File: src/hw/rtl/i2crts_pkg.sv
package i2crts_pkg;

    localparam int BUF_DEPTH = 32;
    localparam int BUF_AW    = $clog2(BUF_DEPTH);
    localparam int CNT_W     = 6;

    typedef enum logic [1:0] {
        CMD_LOAD     = 2'd0,
        CMD_START_WR = 2'd1,
        CMD_START_RD = 2'd2,
        CMD_STEP     = 2'd3
    } cmd_t;

    typedef enum logic [2:0] {
        ACT_NONE    = 3'd0,
        ACT_START   = 3'd1,
        ACT_SEND    = 3'd2,
        ACT_RX_ACK  = 3'd3,
        ACT_RX_NACK = 3'd4,
        ACT_STOP    = 3'd5
    } action_t;

    typedef enum logic [1:0] {
        MODE_NONE  = 2'd0,
        MODE_WRITE = 2'd1,
        MODE_READ  = 2'd2
    } mode_t;

    typedef enum logic [3:0] {
        PH_IDLE    = 4'd0,
        PH_START   = 4'd1,
        PH_ADDR_W  = 4'd2,
        PH_WDATA   = 4'd3,
        PH_WORD_R  = 4'd4,
        PH_RESTART = 4'd5,
        PH_ADDR_R  = 4'd6,
        PH_RX_ACK  = 4'd7,
        PH_RX_NACK = 4'd8
    } phase_t;

    // write and read requests to the write buffer
    typedef struct packed {
        logic              en;
        logic [BUF_AW-1:0] addr;
        logic [7:0]        data;
    } wbuf_wr_t;

    typedef struct packed {
        logic              en;
        logic [BUF_AW-1:0] addr;
    } wbuf_rd_t;

endpackage

File: src/hw/rtl/i2c_register_transfer_sequencer.sv
// A word's result is registered in the output stage when the word is accepted.
// Throughput: one word per cycle while the output stage is not stalled; the write
// buffer read is issued at accept time and its registered data feeds tx_byte from the output stage.
// s_ready drops only while a result is held and m_ready is low.
// Reset (aresetn low, synchronous) idles the sequencer and empties the output
// stage; write buffer contents are undefined until loaded.
module i2c_register_transfer_sequencer (
    input  logic                          aclk,
    input  logic                          aresetn,
    input  logic                          s_valid,
    output logic                          s_ready,
    input  logic [1:0]                    s_cmd,
    input  logic [6:0]                    s_slave_addr,
    input  logic [7:0]                    s_word_addr,
    input  logic [i2crts_pkg::CNT_W-1:0]  s_byte_count,
    input  logic [i2crts_pkg::BUF_AW-1:0] s_load_index,
    input  logic [7:0]                    s_load_byte,
    input  logic [7:0]                    s_rx_byte,
    output logic                          m_valid,
    input  logic                          m_ready,
    output logic [2:0]                    m_action,
    output logic [7:0]                    m_tx_byte,
    output logic                          m_read_valid,
    output logic [i2crts_pkg::BUF_AW-1:0] m_read_index,
    output logic [7:0]                    m_read_byte,
    output logic                          m_write_done,
    output logic                          m_read_done,
    output logic                          m_busy_res
);
    import i2crts_pkg::*;

    localparam logic [CNT_W-1:0] DEPTH_CNT = CNT_W'(BUF_DEPTH);

    phase_t            phase_reg, phase_next;
    mode_t             mode_reg, mode_next;
    logic [CNT_W-1:0]  byte_index_reg, byte_index_next;
    logic [6:0]        held_slave_reg, held_slave_next;
    logic [7:0]        held_word_reg, held_word_next;
    logic [CNT_W-1:0]  held_count_reg, held_count_next;

    logic              accept;
    cmd_t              cmd;
    logic [CNT_W-1:0]  index_inc;
    logic              more_now, more_inc, wdata_left;

    action_t           action_c;
    logic [7:0]        tx_c;
    logic              sel_mem_c, rv_c, wr_done_c, rd_done_c;
    logic [BUF_AW-1:0] ridx_c;
    logic [7:0]        rbyte_c;

    logic              m_valid_reg;
    action_t           action_reg;
    logic [7:0]        tx_reg;
    logic              sel_mem_reg, rv_reg, wr_done_reg, rd_done_reg, busy_reg;
    logic [BUF_AW-1:0] ridx_reg;
    logic [7:0]        rbyte_reg;

    wbuf_wr_t          buf_wr;
    wbuf_rd_t          buf_rd;
    logic [7:0]        buf_rdata;

    assign s_ready = !m_valid_reg || m_ready;
    assign accept  = s_valid && s_ready;
    assign cmd     = cmd_t'(s_cmd);

    assign index_inc  = byte_index_reg + CNT_W'(1);
    // another byte still follows the current receive position
    assign more_now   = ({1'b0, byte_index_reg} + (CNT_W+1)'(1)) < {1'b0, held_count_reg};
    assign more_inc   = ({1'b0, index_inc} + (CNT_W+1)'(1)) < {1'b0, held_count_reg};
    assign wdata_left = (byte_index_reg < held_count_reg) && (byte_index_reg < DEPTH_CNT);

    // next state
    always_comb begin
        phase_next      = phase_reg;
        mode_next       = mode_reg;
        byte_index_next = byte_index_reg;
        held_slave_next = held_slave_reg;
        held_word_next  = held_word_reg;
        held_count_next = held_count_reg;
        unique case (cmd)
            CMD_LOAD: begin
            end
            CMD_START_WR, CMD_START_RD: begin
                if (phase_reg == PH_IDLE) begin
                    held_slave_next = s_slave_addr;
                    held_word_next  = s_word_addr;
                    held_count_next = (s_byte_count > DEPTH_CNT) ? DEPTH_CNT : s_byte_count;
                    mode_next       = (cmd == CMD_START_WR) ? MODE_WRITE : MODE_READ;
                    byte_index_next = '0;
                    phase_next      = PH_START;
                end
            end
            CMD_STEP: begin
                unique case (phase_reg)
                    PH_IDLE: begin
                    end
                    PH_START:   phase_next = PH_ADDR_W;
                    PH_ADDR_W: begin
                        byte_index_next = '0;
                        phase_next = (mode_reg == MODE_WRITE) ? PH_WDATA : PH_WORD_R;
                    end
                    PH_WDATA: begin
                        if (wdata_left) begin
                            byte_index_next = index_inc;
                        end else begin
                            phase_next      = PH_IDLE;
                            mode_next       = MODE_NONE;
                            byte_index_next = '0;
                        end
                    end
                    PH_WORD_R:  phase_next = PH_RESTART;
                    PH_RESTART: phase_next = PH_ADDR_R;
                    PH_ADDR_R: begin
                        if (held_count_reg == '0) begin
                            phase_next      = PH_IDLE;
                            mode_next       = MODE_NONE;
                            byte_index_next = '0;
                        end else begin
                            phase_next = more_now ? PH_RX_ACK : PH_RX_NACK;
                        end
                    end
                    PH_RX_ACK: begin
                        if (held_count_reg == '0) begin
                            phase_next      = PH_IDLE;
                            mode_next       = MODE_NONE;
                            byte_index_next = '0;
                        end else begin
                            byte_index_next = index_inc;
                            phase_next      = more_inc ? PH_RX_ACK : PH_RX_NACK;
                        end
                    end
                    default: begin
                        // final byte, and any unused phase code
                        phase_next      = PH_IDLE;
                        mode_next       = MODE_NONE;
                        byte_index_next = '0;
                    end
                endcase
            end
            default: begin
            end
        endcase
    end

    // result fields
    always_comb begin
        action_c  = ACT_NONE;
        tx_c      = '0;
        sel_mem_c = 1'b0;
        rv_c      = 1'b0;
        ridx_c    = '0;
        rbyte_c   = '0;
        wr_done_c = 1'b0;
        rd_done_c = 1'b0;
        unique case (cmd)
            CMD_LOAD: begin
            end
            CMD_START_WR, CMD_START_RD: begin
                if (phase_reg == PH_IDLE) begin
                    action_c = ACT_START;
                end
            end
            CMD_STEP: begin
                unique case (phase_reg)
                    PH_IDLE: begin
                    end
                    PH_START: begin
                        action_c = ACT_SEND;
                        tx_c     = {held_slave_reg, 1'b0};
                    end
                    PH_ADDR_W: begin
                        action_c = ACT_SEND;
                        tx_c     = held_word_reg;
                    end
                    PH_WDATA: begin
                        if (wdata_left) begin
                            action_c  = ACT_SEND;
                            sel_mem_c = 1'b1;
                        end else begin
                            action_c  = ACT_STOP;
                            wr_done_c = 1'b1;
                        end
                    end
                    PH_WORD_R:  action_c = ACT_START;
                    PH_RESTART: begin
                        action_c = ACT_SEND;
                        tx_c     = {held_slave_reg, 1'b1};
                    end
                    PH_ADDR_R: begin
                        if (held_count_reg == '0) begin
                            action_c  = ACT_STOP;
                            rd_done_c = 1'b1;
                        end else begin
                            action_c = more_now ? ACT_RX_ACK : ACT_RX_NACK;
                        end
                    end
                    PH_RX_ACK: begin
                        rv_c    = 1'b1;
                        ridx_c  = byte_index_reg[BUF_AW-1:0];
                        rbyte_c = s_rx_byte;
                        if (held_count_reg == '0) begin
                            action_c  = ACT_STOP;
                            rd_done_c = 1'b1;
                        end else begin
                            action_c = more_inc ? ACT_RX_ACK : ACT_RX_NACK;
                        end
                    end
                    PH_RX_NACK: begin
                        rv_c      = 1'b1;
                        ridx_c    = byte_index_reg[BUF_AW-1:0];
                        rbyte_c   = s_rx_byte;
                        action_c  = ACT_STOP;
                        rd_done_c = 1'b1;
                    end
                    default: begin
                    end
                endcase
            end
            default: begin
            end
        endcase
    end

    always_comb begin
        buf_wr.en   = accept && (cmd == CMD_LOAD);
        buf_wr.addr = s_load_index;
        buf_wr.data = s_load_byte;
        buf_rd.en   = accept && sel_mem_c;
        buf_rd.addr = byte_index_reg[BUF_AW-1:0];
    end

    i2crts_wbuf u_wbuf (
        .aclk    (aclk),
        .wr      (buf_wr),
        .rd      (buf_rd),
        .rd_data (buf_rdata)
    );

    always_ff @(posedge aclk) begin
        if (!aresetn) begin
            phase_reg      <= PH_IDLE;
            mode_reg       <= MODE_NONE;
            byte_index_reg <= '0;
            held_slave_reg <= '0;
            held_word_reg  <= '0;
            held_count_reg <= '0;
            m_valid_reg    <= 1'b0;
        end else begin
            if (accept) begin
                phase_reg      <= phase_next;
                mode_reg       <= mode_next;
                byte_index_reg <= byte_index_next;
                held_slave_reg <= held_slave_next;
                held_word_reg  <= held_word_next;
                held_count_reg <= held_count_next;
                m_valid_reg    <= 1'b1;
            end else if (m_ready) begin
                m_valid_reg <= 1'b0;
            end
        end
    end

    always_ff @(posedge aclk) begin
        if (accept) begin
            action_reg  <= action_c;
            tx_reg      <= tx_c;
            sel_mem_reg <= sel_mem_c;
            rv_reg      <= rv_c;
            ridx_reg    <= ridx_c;
            rbyte_reg   <= rbyte_c;
            wr_done_reg <= wr_done_c;
            rd_done_reg <= rd_done_c;
            busy_reg    <= (phase_next != PH_IDLE);
        end
    end

    assign m_valid      = m_valid_reg;
    assign m_action     = action_reg;
    assign m_tx_byte    = sel_mem_reg ? buf_rdata : tx_reg;
    assign m_read_valid = rv_reg;
    assign m_read_index = ridx_reg;
    assign m_read_byte  = rbyte_reg;
    assign m_write_done = wr_done_reg;
    assign m_read_done  = rd_done_reg;
    assign m_busy_res   = busy_reg;

    a_ready_only_when_full: assert property (@(posedge aclk) disable iff (!aresetn)
        !s_ready |-> m_valid_reg)
        else $error("input stalled with empty output stage");

    a_done_ends_busy: assert property (@(posedge aclk) disable iff (!aresetn)
        m_valid_reg && (wr_done_reg || rd_done_reg) |-> !busy_reg && action_reg == ACT_STOP)
        else $error("finished word without stop or still busy");

    a_idle_clean: assert property (@(posedge aclk) disable iff (!aresetn)
        phase_reg == PH_IDLE |-> mode_reg == MODE_NONE && byte_index_reg == '0)
        else $error("idle phase with stale transfer state");

    a_read_word_action: assert property (@(posedge aclk) disable iff (!aresetn)
        m_valid_reg && rv_reg |-> action_reg == ACT_STOP || action_reg == ACT_RX_ACK
                                  || action_reg == ACT_RX_NACK)
        else $error("received byte with unexpected action");

    a_mem_send_only: assert property (@(posedge aclk) disable iff (!aresetn)
        m_valid_reg && sel_mem_reg |-> action_reg == ACT_SEND && mode_reg == MODE_WRITE
                                       || action_reg == ACT_SEND && phase_reg == PH_IDLE)
        else $error("buffer byte selected outside a write send");

endmodule

File: src/hw/rtl/i2crts_wbuf.sv
module i2crts_wbuf (
    input  logic                 aclk,
    input  i2crts_pkg::wbuf_wr_t wr,
    input  i2crts_pkg::wbuf_rd_t rd,
    output logic [7:0]           rd_data
);
    import i2crts_pkg::*;

    logic [7:0] mem [BUF_DEPTH];

    always_ff @(posedge aclk) begin
        if (wr.en) begin
            mem[wr.addr] <= wr.data;
        end
    end

    // read data holds until the next read, so it can sit in the output stage
    always_ff @(posedge aclk) begin
        if (rd.en) begin
            rd_data <= mem[rd.addr];
        end
    end

endmodule
File: config.mk
export PLATFORM = sky130hd
export DESIGN_NAME = i2c_register_transfer_sequencer
export DESIGN_NICKNAME = d
export VERILOG_FILES = /design/src/hw/rtl/i2crts_pkg.sv /design/src/hw/rtl/i2c_register_transfer_sequencer.sv /design/src/hw/rtl/i2crts_wbuf.sv
export SDC_FILE = /design/constraint.sdc
export NUM_CORES = 1
export LEC_CHECK = 0
export BUFFER_PORTS_ARGS = -buffer_cell sky130_fd_sc_hd__buf_4
export CAP_MARGIN = 5
export CORE_MARGIN = 4
export CORE_UTILIZATION = 40
export CTS_CLUSTER_SIZE = 12
export DETAILED_ROUTE_END_ITERATION = 6
export PLACE_DENSITY_LB_ADDON = 0.08
export SYNTH_ARGS = -nofsm -noshare
export SYNTH_HDL_FRONTEND = slang
export SYNTH_SLANG_ARGS = --single-unit
File: constraint.sdc
create_clock -name aclk -period 9.5 [get_ports aclk]
set_input_delay 0.475 -clock aclk [delete_from_list [all_inputs] [get_ports aclk]]
set_output_delay 0.475 -clock aclk [all_outputs]
set_load 0.02 [all_outputs]
==> impl_metrics.py, run 1 <==
metrics = {
    "finish": {
        "fillers": 2868,
        "diodes": 0,
        "final_util": 0.474,
        "multi_input_area_um2": 4030,
        "area_growth_pct": 16.1,
        "drive_gt1_frac": 0.262,
        "num-nets-final": 967,
        "largest_reg_flops": 256,
        "regMostFlops": "u_wbuf.mem",
        "seq_area_um2": 9480,
        "fin_area_um2": 16000,
    },
    "critical_path": {
        "worstSetupStartpoint": "byte_index_reg[0]",
        "crit_fanout": 36,
        "worstPathRequired_ns": 9.74,
        "worst_setup_path_start_kind": "register",
        "rr_worst_depth": 11,
        "crit_end": "m_busy_res",
        "crit_chain": "ha_1 > and3_2 > xnor2_1 > nand3_1 > xnor2_1 > ha_1 > nand3_1 > o211a_1 > and4b_4 > o41ai_4 > nand4_1",
        "r2r-end": "m_busy_res",
        "worst_path_largest_cell_delay_ns": 0.73,
        "worst-path-stages": 11,
        "path_class": "reg2reg",
        "crit_buf_inv": 0,
        "path_delay_family": "simple AND/OR/NAND/NOR gates",
        "crit_slowest_cell": "dfxtp_4",
        "worst_ep_arrival_time_ns": 3.81,
        "cp-end-kind": "register",
        "r2r_slack_ns": 5.93,
        "reg2reg_from": "byte_index_reg[0]",
    },
    "logic_synthesis": {
        "yosysUniqueCellTypes": 62,
        "synth_top_family_by_area": "multiplexers",
        "synth_common_cells": "edfxtp_1 (293), mux4_2 (80), nand2_1 (64), nor2_1 (52), dfxtp_1 (34)",
        "yosys.area.top_type": "edfxtp_1",
        "synth_area_um2": 13800,
        "synth_seq_area_share": 0.689,
        "synth_top_cell_area_share": 0.639,
        "synthSimpleGateAreaFrac": 0.0758,
        "synth_top_flop_cell": "edfxtp_1",
        "synth.most_common_cell": "edfxtp_1",
        "syn_area_per_cell_um2": 16.8,
        "synthMuxAreaShare": 0.145,
        "synth_cells": 820,
        "synth_nets": 890,
        "synth_xor_xnor_area_share": 0.00636,
        "synth_compound_area_frac": 0.0458,
        "synthTopCellsByArea": "edfxtp_1 (64%), mux4_2 (13%), dfxtp_1 (4.9%), ha_1 (2.0%), nand2_1 (1.7%)",
        "synth-seq-cells": 327,
        "async_flop_share": 0,
        "synthAdderAreaFrac": 0.0200,
        "synth_edf_count": 293,
        "ys_warn_count": 0,
    },
    "run_status": {
        "outcome": "finished clean",
    },
    "pwr": {
        "total_power_w": 0.00314,
        "comb_power_share": 0.039,
        "vdd_drop_max_mv": 0.148,
        "clkPwrFrac": 0.454,
        "powerDensity_nw_per_um2": 196,
        "p_int_w": 0.00250,
        "swShare": 0.203,
        "p_switching_w": 0.000637,
        "power.static_leakage_nw": 5.20,
        "pwr-share-seq": 0.507,
    },
    "clock_network": {
        "clock_latency_ns": 0.52,
        "clk_path_buf_depth": 3,
        "cts_num_sinks": 327,
        "ctsResizeCount": 0,
        "post_cts_buffers": 0,
        "h-tree-depth": 2,
        "cts_made_buffers": 38,
        "tritoncts": "built",
        "hold_buffers": 0,
        "clkTransAtPathRegs_ns": 0.06,
        "root_buffer": "clkbuf_16",
    },
    "route": {
        "via_per_inst": 5.46,
        "first_iter_violations": 426,
        "ant_nets": 0,
        "drc": 0,
        "wl_per_cell_um": 23.9,
        "via_count": 7491,
        "totalWireLength_um": 32800,
        "drtPass1Iterations": 4,
    },
    "floorplanning": {
        "initial_core_util": 0.408,
        "die_h_um": 193,
        "fp.dieArea_um2": 37400,
        "core_um2": 33700,
        "ios": 78,
        "fp.dieW_um": 193,
        "rows": 67,
    },
    "placed_design": {
        "dp_slack_ns": 5.92,
        "dpl-instance-area_um2": 14800,
        "gp_congestion": 0.848,
        "hpwlAfterDp_um": 21300,
        "io_buffers": 77,
    },
    "job": {
        "timing.max_cap.violations": 0,
    },
    "sta": {
        "fmax_ghz": 0.280,
        "finalMaxSlewViolations": 0,
        "relSlewSlack": 0.207,
        "fin_crit_ns": 3.57,
        "worst_pin_slew_ns": 1.19,
        "rsz0062_at_grt": "false",
        "finalHoldViolCount": 0,
        "fin_worst_skew_ns": 0.0141,
        "fin_ws_ns": 5.93,
        "setup_viol": 0,
        "fin_setup_tns_ns": 0,
        "fin_crit_sh": 0.376,
    },
    "grt": {
        "grt_max_degree": 60,
        "grt_pass1_vias": 7881,
        "antenna_found_initial": 0,
        "grt_usage": 0.173,
        "grt_overflow": 0,
        "grt_first_pass_wirelength_um": 49700,
    },
    "hold_path": {
        "holdCritPathClass": "in2reg",
    },
}
==> power by group through the flow <==
stage | registers (W) | logic [W] | clock network, W
2_1_floorplan | 0.00162 | 0.0000563 | 0
3_3_place_gp | 0.00162 | 0.000120 | 0
3_5_place_dp | 0.00162 | 0.000123 | 0
4_1_cts | 0.00159 | 0.000123 | 0.00146
5_1_grt | 0.00159 | 0.000133 | 0.00152
6_report | 0.00159 | 0.000122 | 0.00142
==> worst reg2reg max path, delay by kind of cell, from the launching register on <==
| family | cells | cell delay [ns] |
|---|---|---|
| AO/OA/AOI/OAI | 2 | 0.62 |
| XOR/XNOR | 2 | 0.39 |
| adder cells (fa/ha/maj) | 2 | 0.73 |
| flip-flops | 1 | 0.73 |
| AND/OR/NAND/NOR | 5 | 0.84 |
==> layout by cell type (no fill, tap or decap), drive strengths merged, types with 6 or more instances in the layout <==
master | synthesis | routed
nor2b | 9 | 9
and2 | 18 | 18
and3 | 6 | 6
mux4 | 80 | 80
inv | 16 | 17
clkinv | 1 | 7
clkbuf | 27 | 53
nand3b | 9 | 9
xnor2 | 6 | 6
buf | 18 | 82
nand2 | 64 | 64
a22oi | 9 | 9
a31oi | 8 | 8
dfxtp | 34 | 34
edfxtp | 293 | 293
o21ai | 8 | 8
ha | 22 | 22
nor2 | 52 | 52
mux2 | 16 | 16
nand3 | 14 | 14
nand2b | 9 | 9
a21oi | 33 | 33
==> metrics by stage <==
step                      cells  hold WS (ns)
after floorplan             820         0.432
after global placement     1305         0.449
after detailed placement   1305         0.452
after CTS                  1371         0.179
after global routing       1371         0.199
final                      1371         0.205
==> cell type report <==
type / count / share of cell area
clock inverters: 13 / 0.0106
clock buffers: 53 / 0.0657
inverters: 17 / 0.00400
well taps: 448 / 0.0351
repair buffers: 82 / 0.0385
flip-flops and latches: 327 / 0.594
multi-input cells: 431 / 0.252
==> routing by layer <==
layer,up-vias,track usage,share of wire
met5,-,0,0
met4,0,0.0372,0.018
met3,51,0.0306,0.054
met2,236,0.289,0.49
met1,3820,0.240,0.44
li1,3384,-,-
==> kinds of logic (layout without fill, tap and decap cells) <==
family,Yosys count,after routing
AO/OA/AOI/OAI,93,93
XOR/XNOR,10,10
adder cells (fa/ha/maj),22,22
buffers and inverters,62,165
flip-flops,327,327
multiplexers,97,97
AND/OR/NAND/NOR,209,209
==> how the worst min path moves through the flow <==
stage | from | to | slack, ns | depth (start not counted)
2_1_floorplan | held_word_reg[0] | held_word_reg[0] | 0.43 | 2
3_3_place_gp | held_slave_reg[1] | held_slave_reg[1] | 0.45 | 2
3_5_place_dp | held_word_reg[1] | held_word_reg[1] | 0.45 | 2
4_1_cts | s_word_addr[7] | held_word_reg[7] | 0.18 | 3
5_1_grt | s_word_addr[2] | held_word_reg[2] | 0.20 | 3
6_report | s_word_addr[7] | held_word_reg[7] | 0.20 | 3
Note: power is estimated with default switching activity, not from simulation.
==> inputs of run 2 (changes only) <==
--- a/config.mk
+++ b/config.mk
@@ -5,6 +5,7 @@
 export SDC_FILE = /design/constraint.sdc
 export NUM_CORES = 1
 export LEC_CHECK = 0
+export ABC_AREA = 1
 export BUFFER_PORTS_ARGS = -buffer_cell sky130_fd_sc_hd__buf_4
 export CAP_MARGIN = 5
 export CORE_MARGIN = 4
==> constraint.sdc (replaced) <==
create_clock -name aclk -period 3 [get_ports aclk]
set_input_delay 0.15 -clock aclk [delete_from_list [all_inputs] [get_ports aclk]]
set_output_delay 0.15 -clock aclk [all_outputs]
set_load 0.02 [all_outputs]
==> impl_metrics.py, run 2 <==
metrics = {
    "run_status": {
        "outcome": "finished clean",
    },
    "sta": {
        "finalMaxSlewViolations": 0,
        "setup_viol": 0,
        "rsz0062_at_grt": "false",
        "fin_crit_sh": 0.912,
        "fin_worst_skew_ns": 0.0147,
        "relSlewSlack": 0.564,
        "hold_slack_ns": 0.0380,
        "fin_crit_ns": 2.74,
        "fin_setup_tns_ns": 0,
        "finalHoldViolCount": 0,
        "fin_ws_ns": 0.263,
        "fmax_ghz": 0.365,
        "worst_pin_slew_ns": 0.652,
    },
    "route": {
        "drtPass1Iterations": 5,
        "totalWireLength_um": 35600,
        "wl_per_cell_um": 19.2,
        "via_per_inst": 5.22,
        "via_count": 9686,
        "drc": 0,
        "ant_nets": 0,
        "first_iter_violations": 693,
    },
    "placed_design": {
        "hpwlAfterDp_um": 22400,
        "dpl-instance-area_um2": 15100,
        "gp_congestion": 0.873,
        "dp_slack_ns": 0.199,
        "io_buffers": 77,
    },
    "logic_synthesis": {
        "synth-seq-cells": 327,
        "yosys.area.top_type": "edfxtp_1",
        "synth_area_um2": 13800,
        "synth.most_common_cell": "edfxtp_1",
        "ys_warn_count": 0,
        "syn_area_per_cell_um2": 11.2,
        "synth_edf_count": 293,
        "yosysUniqueCellTypes": 35,
        "synth_cells": 1228,
        "async_flop_share": 0,
        "synth_seq_area_share": 0.687,
        "synth_common_cells": "edfxtp_1 (293), nor2_1 (255), o21ai_0 (173), nand2_1 (112), o22ai_1 (77)",
        "synth_nets": 1298,
        "synth_top_cell_area_share": 0.638,
        "synthTopCellsByArea": "edfxtp_1 (64%), nor2_1 (6.9%), o21ai_0 (6.3%), dfxtp_1 (4.9%), o22ai_1 (3.5%)",
        "synth_top_flop_cell": "edfxtp_1",
    },
    "clock_network": {
        "tritoncts": "built",
        "cts_made_buffers": 37,
        "root_buffer": "clkbuf_16",
        "clock_latency_ns": 0.52,
        "clkTransAtPathRegs_ns": 0.05,
        "clk_path_buf_depth": 3,
        "cts_num_sinks": 327,
        "h-tree-depth": 2,
        "post_cts_buffers": 0,
    },
    "grt": {
        "grt_usage": 0.187,
        "grt_first_pass_wirelength_um": 55800,
        "antenna_found_initial": 0,
        "grt_use_met2": 0.300,
        "grt_overflow": 0,
        "top_usage_layer": "met2",
        "grt_use_met3": 0.0292,
        "grt_pass1_vias": 9504,
        "grt_max_degree": 133,
        "use_met1": 0.268,
    },
    "pwr": {
        "p_int_w": 0.00754,
        "comb_power_share": 0.049,
        "power.static_leakage_nw": 6.15,
        "powerDensity_nw_per_um2": 574,
        "vdd_drop_max_mv": 0.469,
        "pwr-share-seq": 0.525,
        "clkPwrFrac": 0.426,
        "p_switching_w": 0.00206,
        "swShare": 0.215,
    },
    "critical_path": {
        "crit_slowest_cell": "dlygate4sd3_1",
        "crit_chain": "nor2_2 > nand2_1 > nor2_2 > nand2_2 > nor2_4 > inv_2 > nor2_1 > nand2_1 > dlygate4sd3_1 > a21oi_1",
        "worstPathRequired_ns": 3.44,
        "worst_setup_path_start_kind": "register",
        "worst_ep_arrival_time_ns": 3.17,
        "worst_path_largest_cell_delay_ns": 0.58,
        "cp-end-kind": "register",
        "crit_fanout": 24,
        "path_class": "reg2reg",
    },
    "floorplanning": {
        "rows": 67,
        "die_h_um": 194,
        "fp.dieW_um": 194,
        "initial_core_util": 0.408,
        "core_um2": 33800,
        "ios": 78,
        "fp.dieArea_um2": 37500,
    },
    "hold_path": {
        "holdCritPathClass": "in2reg",
    },
    "finish": {
        "diodes": 0,
        "fin_area_um2": 16700,
        "area_growth_pct": 21.1,
        "regMostFlops": "u_wbuf.mem",
        "final_cell_mix": "edfxtp_1 (293), nor2_1 (255), o21ai_0 (173)",
        "num-nets-final": 1451,
        "fillers": 3062,
        "largest_reg_flops": 256,
        "final_util": 0.495,
        "final_common_cell": "edfxtp_1",
        "drive_gt1_frac": 0.147,
    },
    "job": {
        "timing.max_cap.violations": 0,
    },
}
## run 2: cell count changes after synthesis, sizes merged, moves of 49 or more
cell,before,now
inv,16,65
mux4,80,0
nand2,64,113
nor2,52,258
o21ai,8,187
o22ai,2,77
## run 2: worst max-delay path: cells and delay by family (launching register included)
family	cells	cell delay (ns)
AND/OR/NAND/NOR	7	1.26
flip-flops	1	0.40
buffers and inverters	2	0.84
AO/OA/AOI/OAI	1	0.13
## run 2: cells by family (layout without fill, tap and decap cells)
family	Yosys count	in the layout	synth area share
buffers and inverters	132	311	0.0368
xor gates and xnor gates	5	5	0.00317
and+or+nand+nor	416	416	0.121
adders and majority gates	22	22	0.0200
DFF	327	327	0.687
AOI/OAI and AO/OA	318	318	0.125
muxes	8	8	0.00653
## run 2: through the flow
stage / instances / power [W]
floorplan: 1228 / 0.00534
global placement: 1744 / 0.00555
detailed placement: 1744 / 0.00555
CTS: 1855 / 0.00974
global route: 1855 / 0.00998
finish: 1855 / 0.00960
## run 2: cell type report
type | count | area (µm²) | area share
Sequential cell | 327 | 9490 | 0.568
Multi-Input combinational cell | 769 | 3820 | 0.229
Timing Repair Buffer | 179 | 1500 | 0.0895
Clock buffer | 51 | 1000 | 0.0598
Tap cell | 448 | 561 | 0.0335
Inverter | 67 | 253 | 0.0151
Clock inverter | 14 | 95.1 | 0.00569
## run 2: worst paths after layout
path | slack [ns] | cells past startpoint | to | from
hold reg to reg | 0.47 | 2 | held_word_reg[0] | held_word_reg[0]
setup / recovery | 0.26 | 10 | held_count_reg[2] | phase_reg[1]
hold / removal | 0.04 | 3 | held_count_reg[5] | s_byte_count[5]
setup reg to reg | 0.26 | 10 | held_count_reg[2] | phase_reg[1]
## run 2: repair_timing
action	4_1_cts	5_1_grt
resized for setup	0	6
endpoints found under the setup margin	0	1
hold endpoints to repair	31	0
hold buffers	46	0
## run 2: power groups by stage
stage | sequential [W] | clock [W] | combinational, W
detailed placement | 0.00513 | 0 | 0.000420
finish | 0.00504 | 0.00409 | 0.000471
global placement | 0.00513 | 0 | 0.000419
global route | 0.00504 | 0.00442 | 0.000522
CTS | 0.00504 | 0.00422 | 0.000474
floorplan | 0.00515 | 0 | 0.000190
## run 2: metal layers
layer  wire length (µm)  part of all wire
met1              16700              0.47
met2              16400              0.46
met3               1820             0.051
met5                  0                 0
met4                657             0.018
==> inputs of run 3 (changes only) <==
--- a/config.mk
+++ b/config.mk
@@ -9,10 +9,11 @@
 export BUFFER_PORTS_ARGS = -buffer_cell sky130_fd_sc_hd__buf_4
 export CAP_MARGIN = 5
 export CORE_MARGIN = 4
-export CORE_UTILIZATION = 40
+export CORE_UTILIZATION = 50
 export CTS_CLUSTER_SIZE = 12
 export DETAILED_ROUTE_END_ITERATION = 6
 export PLACE_DENSITY_LB_ADDON = 0.08
+export RECOVER_POWER = 25
 export SYNTH_ARGS = -nofsm -noshare
 export SYNTH_HDL_FRONTEND = slang
 export SYNTH_SLANG_ARGS = --single-unit
==> impl_metrics.py, run 3 (synthesis gave the netlist of run 2 again) <==
metrics = {
    "critical_path": {
        "path_class": "reg2reg",
        "worst_path_largest_cell_delay_ns": 0.36,
        "crit_fanout": 7,
        "crit_path_frequent_cell": "nand2_1",
        "crit_chain": "ha_1 > nand2_1 > nand3_1 > nor2_1 > xor2_1 > inv_1 > ha_1 > nand2_1 > inv_1 > nand2_1 > nand2_1 > nand2_1 > nand3_1 > nor2_1 > nand2_1 > nand2_1 > o21ai_1 > nand2_1 > nor2_1 > nand3b_1",
        "worst_setup_path_start_kind": "register",
        "worst_ep_arrival_time_ns": 3.00,
        "worstPathRequired_ns": 3.27,
        "cp-end-kind": "register",
        "crit_slowest_cell": "dfxtp_4",
    },
    "sta": {
        "finalMaxSlewViolations": 99,
        "finalHoldViolCount": 0,
        "worst_pin_slew_ns": 1.56,
        "fmax_ghz": 0.366,
        "fin_crit_sh": 0.911,
        "fin_worst_skew_ns": 0.0132,
        "setup_viol": 0,
        "fin_crit_ns": 2.73,
        "relSlewSlack": -0.0395,
    },
    "route": {
        "via_per_inst": 5.64,
        "via_count": 9812,
        "drtPass1Iterations": 5,
        "drc": 0,
        "totalWireLength_um": 33900,
        "wl_per_cell_um": 19.5,
        "ant_nets": 0,
        "first_iter_violations": 1114,
    },
    "clock_network": {
        "clkTransAtPathRegs_ns": 0.06,
        "clock_latency_ns": 0.53,
        "root_buffer": "clkbuf_16",
        "h-tree-depth": 2,
        "tritoncts": "built",
        "cts_made_buffers": 36,
        "clk_path_buf_depth": 3,
        "cts_num_sinks": 327,
    },
    "pwr": {
        "power.static_leakage_nw": 6.07,
        "total_power_w": 0.00944,
        "powerDensity_nw_per_um2": 574,
        "vdd_drop_max_mv": 0.475,
    },
    "run_status": {
        "violations": "max-capacitance violations, max-slew violations",
        "outcome": "finished with violations",
    },
    "grt": {
        "grt_pass1_vias": 9495,
        "grt_first_pass_wirelength_um": 52900,
        "grt_max_degree": 132,
        "grt_usage": 0.221,
        "grt_overflow": 0,
        "antenna_found_initial": 0,
    },
    "floorplanning": {
        "die_h_um": 174,
        "fp.dieW_um": 174,
        "core_um2": 27000,
        "initial_core_util": 0.511,
        "ios": 78,
        "fp.dieArea_um2": 30300,
        "rows": 60,
    },
    "finish": {
        "fillers": 2190,
        "final_cell_mix": "edfxtp_1 (293), nor2_1 (255), o21ai_0 (173)",
        "seq_area_um2": 9490,
        "final_cells": 1740,
        "drive_gt1_frac": 0.139,
        "diodes": 0,
        "regMostFlops": "u_wbuf.mem",
        "area_growth_pct": 19.2,
        "num-nets-final": 1445,
        "largest_reg_flops": 256,
        "final_common_cell": "edfxtp_1",
        "fin_area_um2": 16400,
        "multi_input_area_um2": 3810,
    },
    "placed_design": {
        "gp_congestion": 0.871,
        "dpl.cell_count": 1632,
        "dpl-instance-area_um2": 15000,
        "io_buffers": 77,
        "hpwlAfterDp_um": 20700,
    },
    "job": {
        "timing.max_cap.violations": 4,
    },
    "hold_path": {
        "holdCritPathClass": "in2reg",
    },
}
==> run 3: cell count changes in the layout (fill, tap and decap cells not counted), moves of 2 or more <==
cell           change
nand2_2            -2
buf_12             +2
clkbuf_1           +4
clkbuf_16          -2
dlygate4sd3_1      -3
nand2_1            +2
buf_4              -9
==> run 3: worst max-delay path, delay by kind of cell (launching register included) <==
family	cells	cell delay, ns
and+or+nand+nor	14	1.18
xor gates and xnor gates	1	0.19
adders and majority gates	2	0.51
AOI/OAI and AO/OA	1	0.13
DFF	1	0.36
buffers and inverters	2	0.11
==> run 3: power breakdown <==
group	internal [W]	leakage [nW]	switching, W
Sequential	0.00501	2.95	0.0000275
Combinational	0.000173	2.62	0.000289
Clock	0.00223	0.504	0.00171
Total	0.00741	6.07	0.00203
==> run 3: final timing paths <==
| path | from | slack (ns) | cells past startpoint | end |
|---|---|---|---|---|
| max reg2reg | byte_index_reg[0] | 0.27 | 20 | m_busy_res |
| min reg2reg | held_word_reg[0] | 0.48 | 2 | held_word_reg[0] |
| min | s_byte_count[5] | 0.03 | 3 | held_count_reg[5] |
| max | byte_index_reg[0] | 0.27 | 20 | m_busy_res |
==> run 3: stage by stage <==
stage               setup TNS (ns)  hold slack [ns]   util  worst slack (ns)
global route              -0.00383           0.0769  0.609          -0.00383
finish                           0           0.0264  0.609             0.268
CTS                              0           0.0228  0.609             0.213
global placement                 0            0.384  0.554             0.282
detailed placement               0            0.386  0.554             0.222
floorplan                        0            0.249      -            0.0477
==> run 3: layer usage <==
metal,share of wire,wire length (µm),up-vias,track usage
li1,-,-,4696,-
met4,0.021,719,0,0.0610
met2,0.48,16300,325,0.368
met1,0.44,14900,4744,0.309
met3,0.058,1980,47,0.0294
met5,0,0,-,0
==> run 3: repair_timing <==
item | CTS | global route
buffers inserted | 0 | 3
endpoints found under the setup margin | 0 | 1
endpoints found under the hold margin | 31 | 0
hold buffers | 43 | 0
resized for setup | 0 | 2
==> run 3: layout make-up <==
class | instances | area share
repair buffers | 174 | 0.0866
well taps | 341 | 0.0259
clock buffers | 46 | 0.0571
flip-flops and latches | 327 | 0.577
inverters | 67 | 0.0154
multi-input cells | 769 | 0.232
clock inverters | 16 | 0.00647
